[config.mk]
export PLATFORM = sky130hd
export DESIGN_NAME = bresenham_line_rasterizer
export DESIGN_NICKNAME = d
export VERILOG_FILES = /design/src/design/blr_pkg.sv /design/src/design/blr_ctrl.sv /design/src/design/blr_datapath.sv /design/src/design/bresenham_line_rasterizer.sv
export SDC_FILE = /design/constraint.sdc
export NUM_CORES = 1
export LEC_CHECK = 0
export BUFFER_PORTS_ARGS = -buffer_cell sky130_fd_sc_hd__buf_4
export CORE_MARGIN = 3
export CORE_UTILIZATION = 40
export DETAILED_ROUTE_END_ITERATION = 8
export PLACE_DENSITY = 0.56
export SYNTH_ARGS = -nofsm -noshare
export SYNTH_HDL_FRONTEND = slang
export SYNTH_SLANG_ARGS = --single-unit
export TNS_END_PERCENT = 50
[constraint.sdc]
create_clock -name clk -period 6.6 [get_ports clk]
set_clock_uncertainty 0.1 [all_clocks]
set_input_delay 0.99 -clock clk [delete_from_list [all_inputs] [get_ports clk]]
set_output_delay 0.99 -clock clk [all_outputs]
set_load 0.005 [all_outputs]
[src/design/blr_pkg.sv]
// Shared types for the line rasterizer: controller states and the control/status bundles.
package blr_pkg;

    typedef enum logic [1:0] {
        ST_IDLE,
        ST_SETUP,
        ST_WALK
    } state_t;

    // controller -> datapath
    typedef struct packed {
        logic load;    // capture a request: order endpoints, apply the mirror
        logic setup;   // pick the major axis, compute error increments
        logic emit;    // present the current pixel and advance the walk
    } dp_cmd_t;

    // datapath -> controller
    typedef struct packed {
        logic out_free;  // output register can take a pixel this cycle
        logic at_end;    // current pixel is the last one of the line
    } dp_status_t;

endpackage

[src/design/blr_ctrl.sv]
// Controller state machine for the line rasterizer.
module blr_ctrl (
    input  logic                clk,
    input  logic                rst_n,
    input  logic                in_valid,
    output logic                in_ready,
    input  blr_pkg::dp_status_t status,
    output blr_pkg::dp_cmd_t    cmd
);
    import blr_pkg::*;

    state_t state_reg;
    state_t state_next;

    always_ff @(posedge clk or negedge rst_n)
    begin
        if (!rst_n)
        begin
            state_reg <= ST_IDLE;
        end
        else
        begin
            state_reg <= state_next;
        end
    end

    always_comb
    begin
        state_next = state_reg;
        cmd        = '0;
        in_ready   = 1'b0;
        case (state_reg)
            ST_IDLE:
            begin
                in_ready = 1'b1;
                if (in_valid)
                begin
                    cmd.load   = 1'b1;
                    state_next = ST_SETUP;
                end
            end
            ST_SETUP:
            begin
                cmd.setup  = 1'b1;
                state_next = ST_WALK;
            end
            ST_WALK:
            begin
                if (status.out_free)
                begin
                    cmd.emit = 1'b1;
                    if (status.at_end)
                    begin
                        state_next = ST_IDLE;
                    end
                end
            end
            default:
            begin
                state_next = ST_IDLE;
            end
        endcase
    end

endmodule

[src/design/blr_datapath.sv]
// Datapath for the line rasterizer: endpoint ordering, octant setup, error walk, output register.
module blr_datapath #(
    parameter int COORD_BITS = 6
) (
    input  logic                      clk,
    input  logic                      rst_n,
    input  blr_pkg::dp_cmd_t          cmd,
    output blr_pkg::dp_status_t       status,
    input  logic [4*COORD_BITS-1:0]   in_data,
    output logic                      out_valid,
    input  logic                      out_ready,
    output logic [2*COORD_BITS-1:0]   out_data,
    output logic                      out_last
);
    import blr_pkg::*;

    localparam int N = COORD_BITS;
    localparam int P = COORD_BITS + 1;   // walk-frame position, holds mirrored values
    localparam int E = COORD_BITS + 3;   // error term and increments

    // ---------------- request capture ----------------
    logic signed [N-1:0] sx, sy, ex, ey;
    logic signed [N-1:0] ox0, oy0, ox1, oy1;
    logic                swap_ends;
    logic                mirror_now;
    logic signed [P-1:0] oy0_w, oy1_w;

    assign sx = in_data[N-1:0];
    assign sy = in_data[2*N-1:N];
    assign ex = in_data[3*N-1:2*N];
    assign ey = in_data[4*N-1:3*N];

    assign swap_ends  = ex < sx;
    assign ox0        = swap_ends ? ex : sx;
    assign oy0        = swap_ends ? ey : sy;
    assign ox1        = swap_ends ? sx : ex;
    assign oy1        = swap_ends ? sy : ey;
    assign mirror_now = oy1 < oy0;
    assign oy0_w      = P'(oy0);
    assign oy1_w      = P'(oy1);

    logic signed [P-1:0] lo_x_reg, lo_y_reg, hi_x_reg, hi_y_reg;
    logic                mirror_reg;

    always_ff @(posedge clk)
    begin
        if (cmd.load)
        begin
            lo_x_reg <= P'(ox0);
            hi_x_reg <= P'(ox1);
            lo_y_reg <= mirror_now ? -oy0_w : oy0_w;
            hi_y_reg <= mirror_now ? -oy1_w : oy1_w;
        end
    end

    always_ff @(posedge clk or negedge rst_n)
    begin
        if (!rst_n)
        begin
            mirror_reg <= 1'b0;
        end
        else if (cmd.load)
        begin
            mirror_reg <= mirror_now;
        end
    end

    // ---------------- octant setup ----------------
    logic signed [E-1:0] dx_w, dy_w, dmaj, dmin;
    logic                exch_now;

    assign dx_w     = E'(hi_x_reg) - E'(lo_x_reg);
    assign dy_w     = E'(hi_y_reg) - E'(lo_y_reg);
    assign exch_now = dy_w > dx_w;
    assign dmaj     = exch_now ? dy_w : dx_w;
    assign dmin     = exch_now ? dx_w : dy_w;

    logic signed [P-1:0] major_pos_reg, minor_pos_reg, major_end_reg;
    logic signed [E-1:0] error_term_reg, step_diag_reg, step_straight_reg;
    logic                axes_exch_reg;
    logic                at_end;

    assign at_end = major_pos_reg >= major_end_reg;

    always_ff @(posedge clk)
    begin
        if (cmd.setup)
        begin
            major_pos_reg     <= exch_now ? lo_y_reg : lo_x_reg;
            minor_pos_reg     <= exch_now ? lo_x_reg : lo_y_reg;
            major_end_reg     <= exch_now ? hi_y_reg : hi_x_reg;
            step_diag_reg     <= (dmin - dmaj) <<< 1;
            step_straight_reg <= dmin <<< 1;
            error_term_reg    <= (dmin <<< 1) - dmaj;
        end
        else if (cmd.emit && !at_end)
        begin
            // a tie on zero takes the diagonal step
            if (error_term_reg >= 0)
            begin
                error_term_reg <= error_term_reg + step_diag_reg;
                minor_pos_reg  <= minor_pos_reg + P'(1);
            end
            else
            begin
                error_term_reg <= error_term_reg + step_straight_reg;
            end
            major_pos_reg <= major_pos_reg + P'(1);
        end
    end

    always_ff @(posedge clk or negedge rst_n)
    begin
        if (!rst_n)
        begin
            axes_exch_reg <= 1'b0;
        end
        else if (cmd.setup)
        begin
            axes_exch_reg <= exch_now;
        end
    end

    // ---------------- map back and output register ----------------
    logic signed [P-1:0] pa, pb, pb_m;

    assign pa   = axes_exch_reg ? minor_pos_reg : major_pos_reg;
    assign pb   = axes_exch_reg ? major_pos_reg : minor_pos_reg;
    assign pb_m = mirror_reg ? -pb : pb;

    logic                out_valid_reg;
    logic [N-1:0]        out_x_reg, out_y_reg;
    logic                out_last_reg;

    always_ff @(posedge clk or negedge rst_n)
    begin
        if (!rst_n)
        begin
            out_valid_reg <= 1'b0;
        end
        else if (cmd.emit)
        begin
            out_valid_reg <= 1'b1;
        end
        else if (out_ready)
        begin
            out_valid_reg <= 1'b0;
        end
    end

    always_ff @(posedge clk)
    begin
        if (cmd.emit)
        begin
            out_x_reg    <= pa[N-1:0];
            out_y_reg    <= pb_m[N-1:0];
            out_last_reg <= at_end;
        end
    end

    assign out_valid       = out_valid_reg;
    assign out_data        = {out_y_reg, out_x_reg};
    assign out_last        = out_last_reg;
    assign status.out_free = !out_valid_reg || out_ready;
    assign status.at_end   = at_end;

endmodule

[src/design/bresenham_line_rasterizer.sv]
// Top level of the Bresenham line rasterizer: stream ports, controller and datapath.
//
// Usage:
//   One request on the s_axis channel carries a line: start and end points, each
//   coordinate a COORD_BITS-bit two's complement value. The block answers on the
//   m_axis channel with every pixel of the line in drawing order, left to right
//   (start to end for vertical lines), one pixel per transfer, with tlast set on
//   the final pixel. A line with equal endpoints gives a single pixel with tlast.
//   Sequence: the idle state takes a request, the setup state computes the error
//   increments, then the walk produces one pixel per cycle while the output
//   register can take one; a line has L pixels (L up to 2^COORD_BITS), with one
//   error update for each step to the next pixel. The first pixel reaches m_axis
//   through the setup state and the output register after the request is taken.
//   s_axis_tready is high only while no line is being walked; the next request
//   can be accepted while the last pixel still waits in the output register.
//   When m_axis_tready is low the walk holds and no pixel is lost or repeated.
//   Reset (rst_n low, asynchronous) returns the block to idle and drops
//   m_axis_tvalid.
module bresenham_line_rasterizer #(
    parameter int COORD_BITS = 6
) (
    input  logic clk,
    input  logic rst_n,
    input  logic s_axis_tvalid,
    output logic s_axis_tready,
    // start_x, start_y, end_x, end_y, zero pad to bytes
    input  logic [((4*COORD_BITS+7)/8)*8-1:0] s_axis_tdata,
    output logic m_axis_tvalid,
    input  logic m_axis_tready,
    // pixel_x, pixel_y, zero pad to bytes
    output logic [((2*COORD_BITS+7)/8)*8-1:0] m_axis_tdata,
    output logic m_axis_tlast
);
    import blr_pkg::*;

    localparam int IN_BITS  = 4 * COORD_BITS;
    localparam int OUT_BITS = 2 * COORD_BITS;
    localparam int OUT_W    = ((OUT_BITS + 7) / 8) * 8;

    dp_cmd_t             cmd;
    dp_status_t          status;
    logic [OUT_BITS-1:0] pix_data;

    blr_ctrl u_ctrl (
        .clk      (clk),
        .rst_n    (rst_n),
        .in_valid (s_axis_tvalid),
        .in_ready (s_axis_tready),
        .status   (status),
        .cmd      (cmd)
    );

    blr_datapath #(
        .COORD_BITS (COORD_BITS)
    ) u_datapath (
        .clk       (clk),
        .rst_n     (rst_n),
        .cmd       (cmd),
        .status    (status),
        .in_data   (s_axis_tdata[IN_BITS-1:0]),
        .out_valid (m_axis_tvalid),
        .out_ready (m_axis_tready),
        .out_data  (pix_data),
        .out_last  (m_axis_tlast)
    );

    generate
        if (OUT_W > OUT_BITS)
        begin : g_pad
            assign m_axis_tdata = {{(OUT_W - OUT_BITS){1'b0}}, pix_data};
        end
        else
        begin : g_nopad
            assign m_axis_tdata = pix_data;
        end
    endgenerate

endmodule

After elaboration in Yosys (flattened, before gate mapping)
Index checks and enable logic that the tools add are counted.
Widths: inputs -> output; s select.
{ "word_totals": {"reg_bits": 90, "input_bits": 28, "out_inout_bits": 19, "word_cells": 82} }
{ "op_classes": {"addsub": 11, "magnitude_cmp": 5, "eq_ne": 5, "n_mux": 34, "n_reduce_logical": 10} }
{ "op_table": {"columns": ["operator", "count"], "rows": [
  ["$mux 7", 10],
  ["$mux 6", 7],
  ["$mux 9", 4],
  ["$add 9x9->9", 2],
  ["$add 7x2->7 const B", 2],
  ["$neg 6->7", 2],
  ["$lt 6x6->1", 2],
  ["$ge 9x1->1 const B", 1],
  ["$sub 9x9->9", 1],
  ["$gt 8x7->1", 1],
  ["$mux 1", 8],
  ["$mux 8", 1],
  ["$sub 7x7->8", 1],
  ["$sub 8x8->8", 1],
  ["$ge 7x7->1", 1],
  ["$sub 6x6->7", 1],
  ["$mux 2", 3],
  ["$neg 6->6", 1],
  ["$pmux 2 s3", 1],
  ["$reduce_bool 2->1", 3],
  ["$ne 2x2->1 const B", 2],
  ["$reduce_and 3->1", 1],
  ["$eq 2x1->1 const B", 1],
  ["$eq 2x2->1 const B", 1],
  ["6 further kinds", 7]
]} }

Logic depth before layout (Yosys ltp)
{ "depth": {"depth_word": 7, "mapped_depth": 29, "ltp_nobuf": 27} }

By module
Synthesis repeated with hierarchy kept, for this count alone.
{ "hier_totals": {"cells_unflattened": 718, "hier_area_um2": 6831.6} }
{ "modules_own_cells": {"columns": ["module", "instances", "cells_each", "area_per_inst_um2", "seq_area_each_um2"], "rows": [
  ["blr_datapath", 1, 702, 6693.9, 2567.5],
  ["blr_ctrl", 1, 11, 103.8, 50.0],
  ["bresenham_line_rasterizer", 1, 5, 33.8, 0.0]
]} }

Worst setup path after synthesis
No wires, ideal clock.
{ "synth_path": {"path_type": "flip-flop to flip-flop", "start": "register u_datapath.hi_y_reg[0]", "end": "register u_datapath.error_term_reg[5], data pin", "setup_ps": 266, "t_arrival_ps": 5912, "t_required_ps": 6234, "setup_slack_ps": 321, "stages_incl_launch_ff": 29, "path_buffers": 3, "period_less_slack_ps": 6279, "cell_sequence": "edfxtp_1 inv_1 ha_1 inv_1 fa_1 a21o_1 a21oi_1 o21bai_1 a21oi_1 xnor2_1 ha_1 nand2_2 a2111oi_4 a2111oi_4 a211o_1 buf_1 clkbuf_1 buf_2 o21ai_0 ha_1 nand3_1 nand2_1 mux2_1 a31oi_2 a21bo_2 o21ai_0 a311oi_1 xor2_1 o21ai_1"} }
{ "synth_via": {"elab_chain_cells": 5, "word_cells_on_any_way": 6} }
{ "synth_lines": {"columns": ["item", "line", "text"], "rows": [
  ["start, declared", "blr_datapath.sv:42", "logic signed [P-1:0] lo_x_reg, lo_y_reg, hi_x_reg, hi_y_reg;"],
  ["start signal, assigned", "blr_datapath.sv:52", "hi_y_reg <= mirror_now ? -oy1_w : oy1_w;"],
  ["$sub 7x7->8 *", "blr_datapath.sv:73", "assign dy_w = E'(hi_y_reg) - E'(lo_y_reg);"],
  ["$gt 8x7->1", "blr_datapath.sv:74", "assign exch_now = dy_w > dx_w;"],
  ["$mux 8 *", "blr_datapath.sv:76", "assign dmin = exch_now ? dx_w : dy_w;"],
  ["net u_datapath.dmin[1]", "blr_datapath.sv:69", "logic signed [E-1:0] dx_w, dy_w, dmaj, dmin;"],
  ["$sub 9x9->9 *", "blr_datapath.sv:94", "error_term_reg <= (dmin <<< 1) - dmaj;"],
  ["$mux 9 *", "blr_datapath.sv:87", "if (cmd.setup)"],
  ["end signal, assigned", "blr_datapath.sv:94", null],
  ["end signal, assigned", "blr_datapath.sv:101", "error_term_reg <= error_term_reg + step_diag_reg;"],
  ["end signal, assigned", "blr_datapath.sv:106", "error_term_reg <= error_term_reg + step_straight_reg;"],
  ["end, declared", "blr_datapath.sv:79", "logic signed [E-1:0] error_term_reg, step_diag_reg, step_straight_reg;"]
]} }
Mark *: on every way through the listed nets, which the timed path passes. The rest lies on a longest branch.
A chain may end at the register's enable or synchronous reset.

Worst setup path in the final report
{ "layout_path": {"start": "register u_datapath.hi_x_reg[2]", "end": "register u_datapath.error_term_reg[8], data pin"} }
{ "layout_via": {"elab_chain_cells": 5, "word_cells_on_any_way": 6} }
{ "layout_lines": {"columns": ["item", "line", "text"], "rows": [
  ["start, declared", "blr_datapath.sv:42", null],
  ["start signal, assigned", "blr_datapath.sv:50", "hi_x_reg <= P'(ox1);"],
  ["$sub 6x6->7", "blr_datapath.sv:72", "assign dx_w = E'(hi_x_reg) - E'(lo_x_reg);"],
  ["$gt 8x7->1", "blr_datapath.sv:74", null],
  ["$mux 8", "blr_datapath.sv:76", null],
  ["net u_datapath.dmin[0]", "blr_datapath.sv:69", null],
  ["$sub 9x9->9", "blr_datapath.sv:94", null],
  ["$mux 9", "blr_datapath.sv:87", null]
]} }
The timed path passes the listed nets, and every way through them passes these cells.

==> results.sh <==
export IMPL_post_drt_via_cell_ratio=5.275
export IMPL_initial_core_util=0.4158
export IMPL_clock_sinks=88
export IMPL_ff2ff_path_depth=24
export IMPL_drt_pre_antenna_iters=5
export IMPL_r2r_start="u_datapath.hi_x_reg[2]$_DFFE_PP_"
export IMPL_setup_ws_ns=0.3293
export IMPL_cp_max_fo=16
export IMPL_fillCellCount=1551
export IMPL_synth_edff_count=83
export IMPL_pre_cts_ws_ns=0.4020
export IMPL_first_iter_violations=350
export IMPL_grt_pass1_vias=4893
export IMPL_rows=46
export IMPL_ys_types=67
export IMPL_relSlewSlack=0.2769
export IMPL_synth_flop_cell="edfxtp_1"
export IMPL_io_buffer_count=42
export IMPL_post_route_period_util=0.9501
export IMPL_grtUsageTotal=0.1684
export IMPL_regToRegSetupSlack_ns=0.33
export IMPL_r2r_end="u_datapath.error_term_reg[8]$_DFFE_PP_"
export IMPL_syn2layout_area_growth_pct=12.37
export IMPL_final_net_count=845
export IMPL_cp_end_kind="flop"
export IMPL_clockBufferDepth=2
export IMPL_hold_viol=0
export IMPL_routed_wl_um=15110
export IMPL_dieArea_um2=18410
export IMPL_grt_ovfl_total=0
export IMPL_critPathLaunchType="flop"
export IMPL_period_minus_slack_ns=6.271
export IMPL_synth_top_cell_area_share=0.3706
export IMPL_die_y_um=135.7
export IMPL_dp_hpwl_um=11690
export IMPL_drc=0
export IMPL_clkTransAtPathRegs_ns=0.07
export IMPL_ys_seq_elements=88
export IMPL_syn_area_um2=6725
export IMPL_gp_congestion=0.8949
export IMPL_drv_cap=0
export IMPL_tightestPinTransition_ns=1.082
export IMPL_grt_antenna_before_repair=0
export IMPL_clk_latency_ns=0.35
export IMPL_die_w_um=135.7
export IMPL_htree_num_levels=3
export IMPL_avgSynthCellArea_um2=9.276
export IMPL_final_setup_tns_ns=0
export IMPL_synth_commonest_cells="nand2_1 (88), edfxtp_1 (83), nor2_1 (64), inv_1 (61), ha_1 (52)"
export IMPL_drtAntennaViolNets=0
export IMPL_yosysMostFrequentCell="nand2_1"
export IMPL_grt_max_degree=39
export IMPL_core_area_um2=16170
export IMPL_async_flop_share=0.05682
export IMPL_ys_warn_count=0
export IMPL_setup_worst_path_class="reg -> reg"
export IMPL_cts_buffers=9
export IMPL_cts_root_buf="clkbuf_16"
export IMPL_cts_setup_buffers=0
export IMPL_drv_slew=0
export IMPL_fmax_mhz=159.5
export IMPL_n_antenna_cell=0
export IMPL_grt_pass1_wl_um=24540
export IMPL_synth_seq_area_share=0.3892
export IMPL_worstPathRequired_ns=6.58
export IMPL_cts_tree="done"
export IMPL_setup_viol=0
export IMPL_status="finished clean"
export IMPL_ctsHoldBuffers=0
export IMPL_syn_inst=725
export IMPL_worstPathArrival_ns=6.25
export IMPL_holdCritPathClass="in -> async"
export IMPL_io_pins=47
export IMPL_vias=5180
export IMPL_wire_per_inst_um=15.39
export IMPL_synthTopCellsByArea="edfxtp_1 (37%), ha_1 (9.7%), nand2_1 (4.9%), xnor2_1 (4.6%), a21oi_1 (3.8%)"
export IMPL_drive_gt1_frac=0.1305
export IMPL_synth_top_cell_by_area="edfxtp_1"
==> cell type report <==
type                    instances  area, um^2  share of cell area
well taps                     216       270.3             0.03576
multi-input cells             548        3774              0.4993
inverters                      62       232.7             0.03079
clock buffers                  11       232.7             0.03079
flip-flops and latches         88        2618              0.3464
repair buffers                 52       390.4             0.05166
clock inverters                 5       40.04            0.005298
==> how the worst max path moves through the flow <==
| stage | start | end | slack, ns |
|---|---|---|---|
| 4_1_cts | u_datapath.lo_x_reg[0]$_DFFE_PP_ | u_datapath.error_term_reg[8]$_DFFE_PP_ | 0.37 |
| 5_1_grt | u_datapath.hi_x_reg[2]$_DFFE_PP_ | u_datapath.error_term_reg[8]$_DFFE_PP_ | -0.05 |
| 3_5_place_dp | u_datapath.hi_x_reg[2]$_DFFE_PP_ | u_datapath.error_term_reg[5]$_DFFE_PP_ | 0.40 |
| 6_report | u_datapath.hi_x_reg[2]$_DFFE_PP_ | u_datapath.error_term_reg[8]$_DFFE_PP_ | 0.33 |
| 2_1_floorplan | u_datapath.hi_y_reg[0]$_DFFE_PP_ | u_datapath.error_term_reg[5]$_DFFE_PP_ | 0.32 |
| 3_3_place_gp | u_datapath.hi_y_reg[0]$_DFFE_PP_ | u_datapath.error_term_reg[5]$_DFFE_PP_ | 0.57 |
==> cell usage in the layout (no fill, tap or decap), types with 4 or more instances in the layout <==
cell | netlist | layout
o21bai_1 | 4 | 4
ha_1 | 52 | 52
dfrtp_1 | 5 | 5
o21ai_0 | 46 | 46
inv_1 | 61 | 61
a21o_1 | 10 | 10
edfxtp_1 | 83 | 83
maj3_1 | 4 | 4
mux2i_1 | 15 | 15
xnor2_1 | 35 | 34
a21boi_0 | 4 | 4
a211oi_1 | 11 | 11
a21oi_1 | 51 | 50
buf_4 | 5 | 52
or3_1 | 6 | 6
o22ai_1 | 5 | 5
fa_1 | 4 | 4
nand2b_1 | 13 | 13
nand3_1 | 9 | 9
a31oi_1 | 15 | 15
xor2_1 | 13 | 13
nand3b_1 | 4 | 4
nor2_1 | 64 | 64
and3_1 | 5 | 5
nor2b_1 | 13 | 13
mux2_2 | 16 | 16
clkbuf_16 | 0 | 9
nand2_1 | 88 | 88
conb_1 | 1 | 4
nor3_1 | 9 | 9
and2_1 | 4 | 4
==> through the flow <==
stage | std cells | hold WS, ns | utilization | area, um^2
2_1_floorplan | 728 | 0.4021 | - | 6736
3_3_place_gp | 966 | 0.4000 | 0.4496 | 7272
3_5_place_dp | 966 | 0.4131 | 0.4496 | 7272
4_1_cts | 982 | 0.3112 | 0.4665 | 7545
5_1_grt | 982 | 0.3088 | 0.4673 | 7557
6_report | 982 | 0.3212 | 0.4673 | 7557
==> logic make-up after synthesis <==
group,count (synthesis),synth area share
AO/OA/AOI/OAI,176,0.1719
XOR/XNOR,48,0.06251
adder cells (fa/ha/maj),61,0.1163
buffers and inverters,92,0.05433
flip-flops,88,0.3892
multiplexers,32,0.05079
other,1,0.0005576
AND/OR/NAND/NOR,227,0.1544
==> layer usage <==
layer | vias up | GRT usage | routed length (um)
li1 | 2631 | - | -
met1 | 2417 | 0.2429 | 7448
met2 | 114 | 0.2555 | 6749
met3 | 18 | 0.02600 | 660
met4 | 0 | 0.06327 | 252
met5 | - | 0 | 0
==> critical path, cell delays in order (launching register included) <==
cell	delay [ns]
edfxtp_1	0.40
ha_1	0.37
nor2b_1	0.15
o21ai_0	0.16
nand2b_1	0.11
a2111oi_1	0.62
a21oi_1	0.09
ha_1	0.33
buf_4	0.21
and2_1	0.19
a2111oi_4	0.66
a211o_1	0.31
nand2_1	0.07
a21boi_0	0.18
inv_1	0.13
fa_1	0.22
inv_1	0.05
a21o_1	0.20
maj3_1	0.38
a21boi_0	0.14
a31oi_1	0.27
a31oi_1	0.19
a31oi_1	0.23
xor2_1	0.16
a21oi_1	0.08
==> repair_timing <==
item                                   in CTS  in global routing
endpoints found under the hold margin       0                  0
resized for setup                           0                  3
setup endpoints to repair                   0                  3
Power is not shown: default switching activity piles up to over one toggle a cycle in this logic, so the estimate is an artifact.
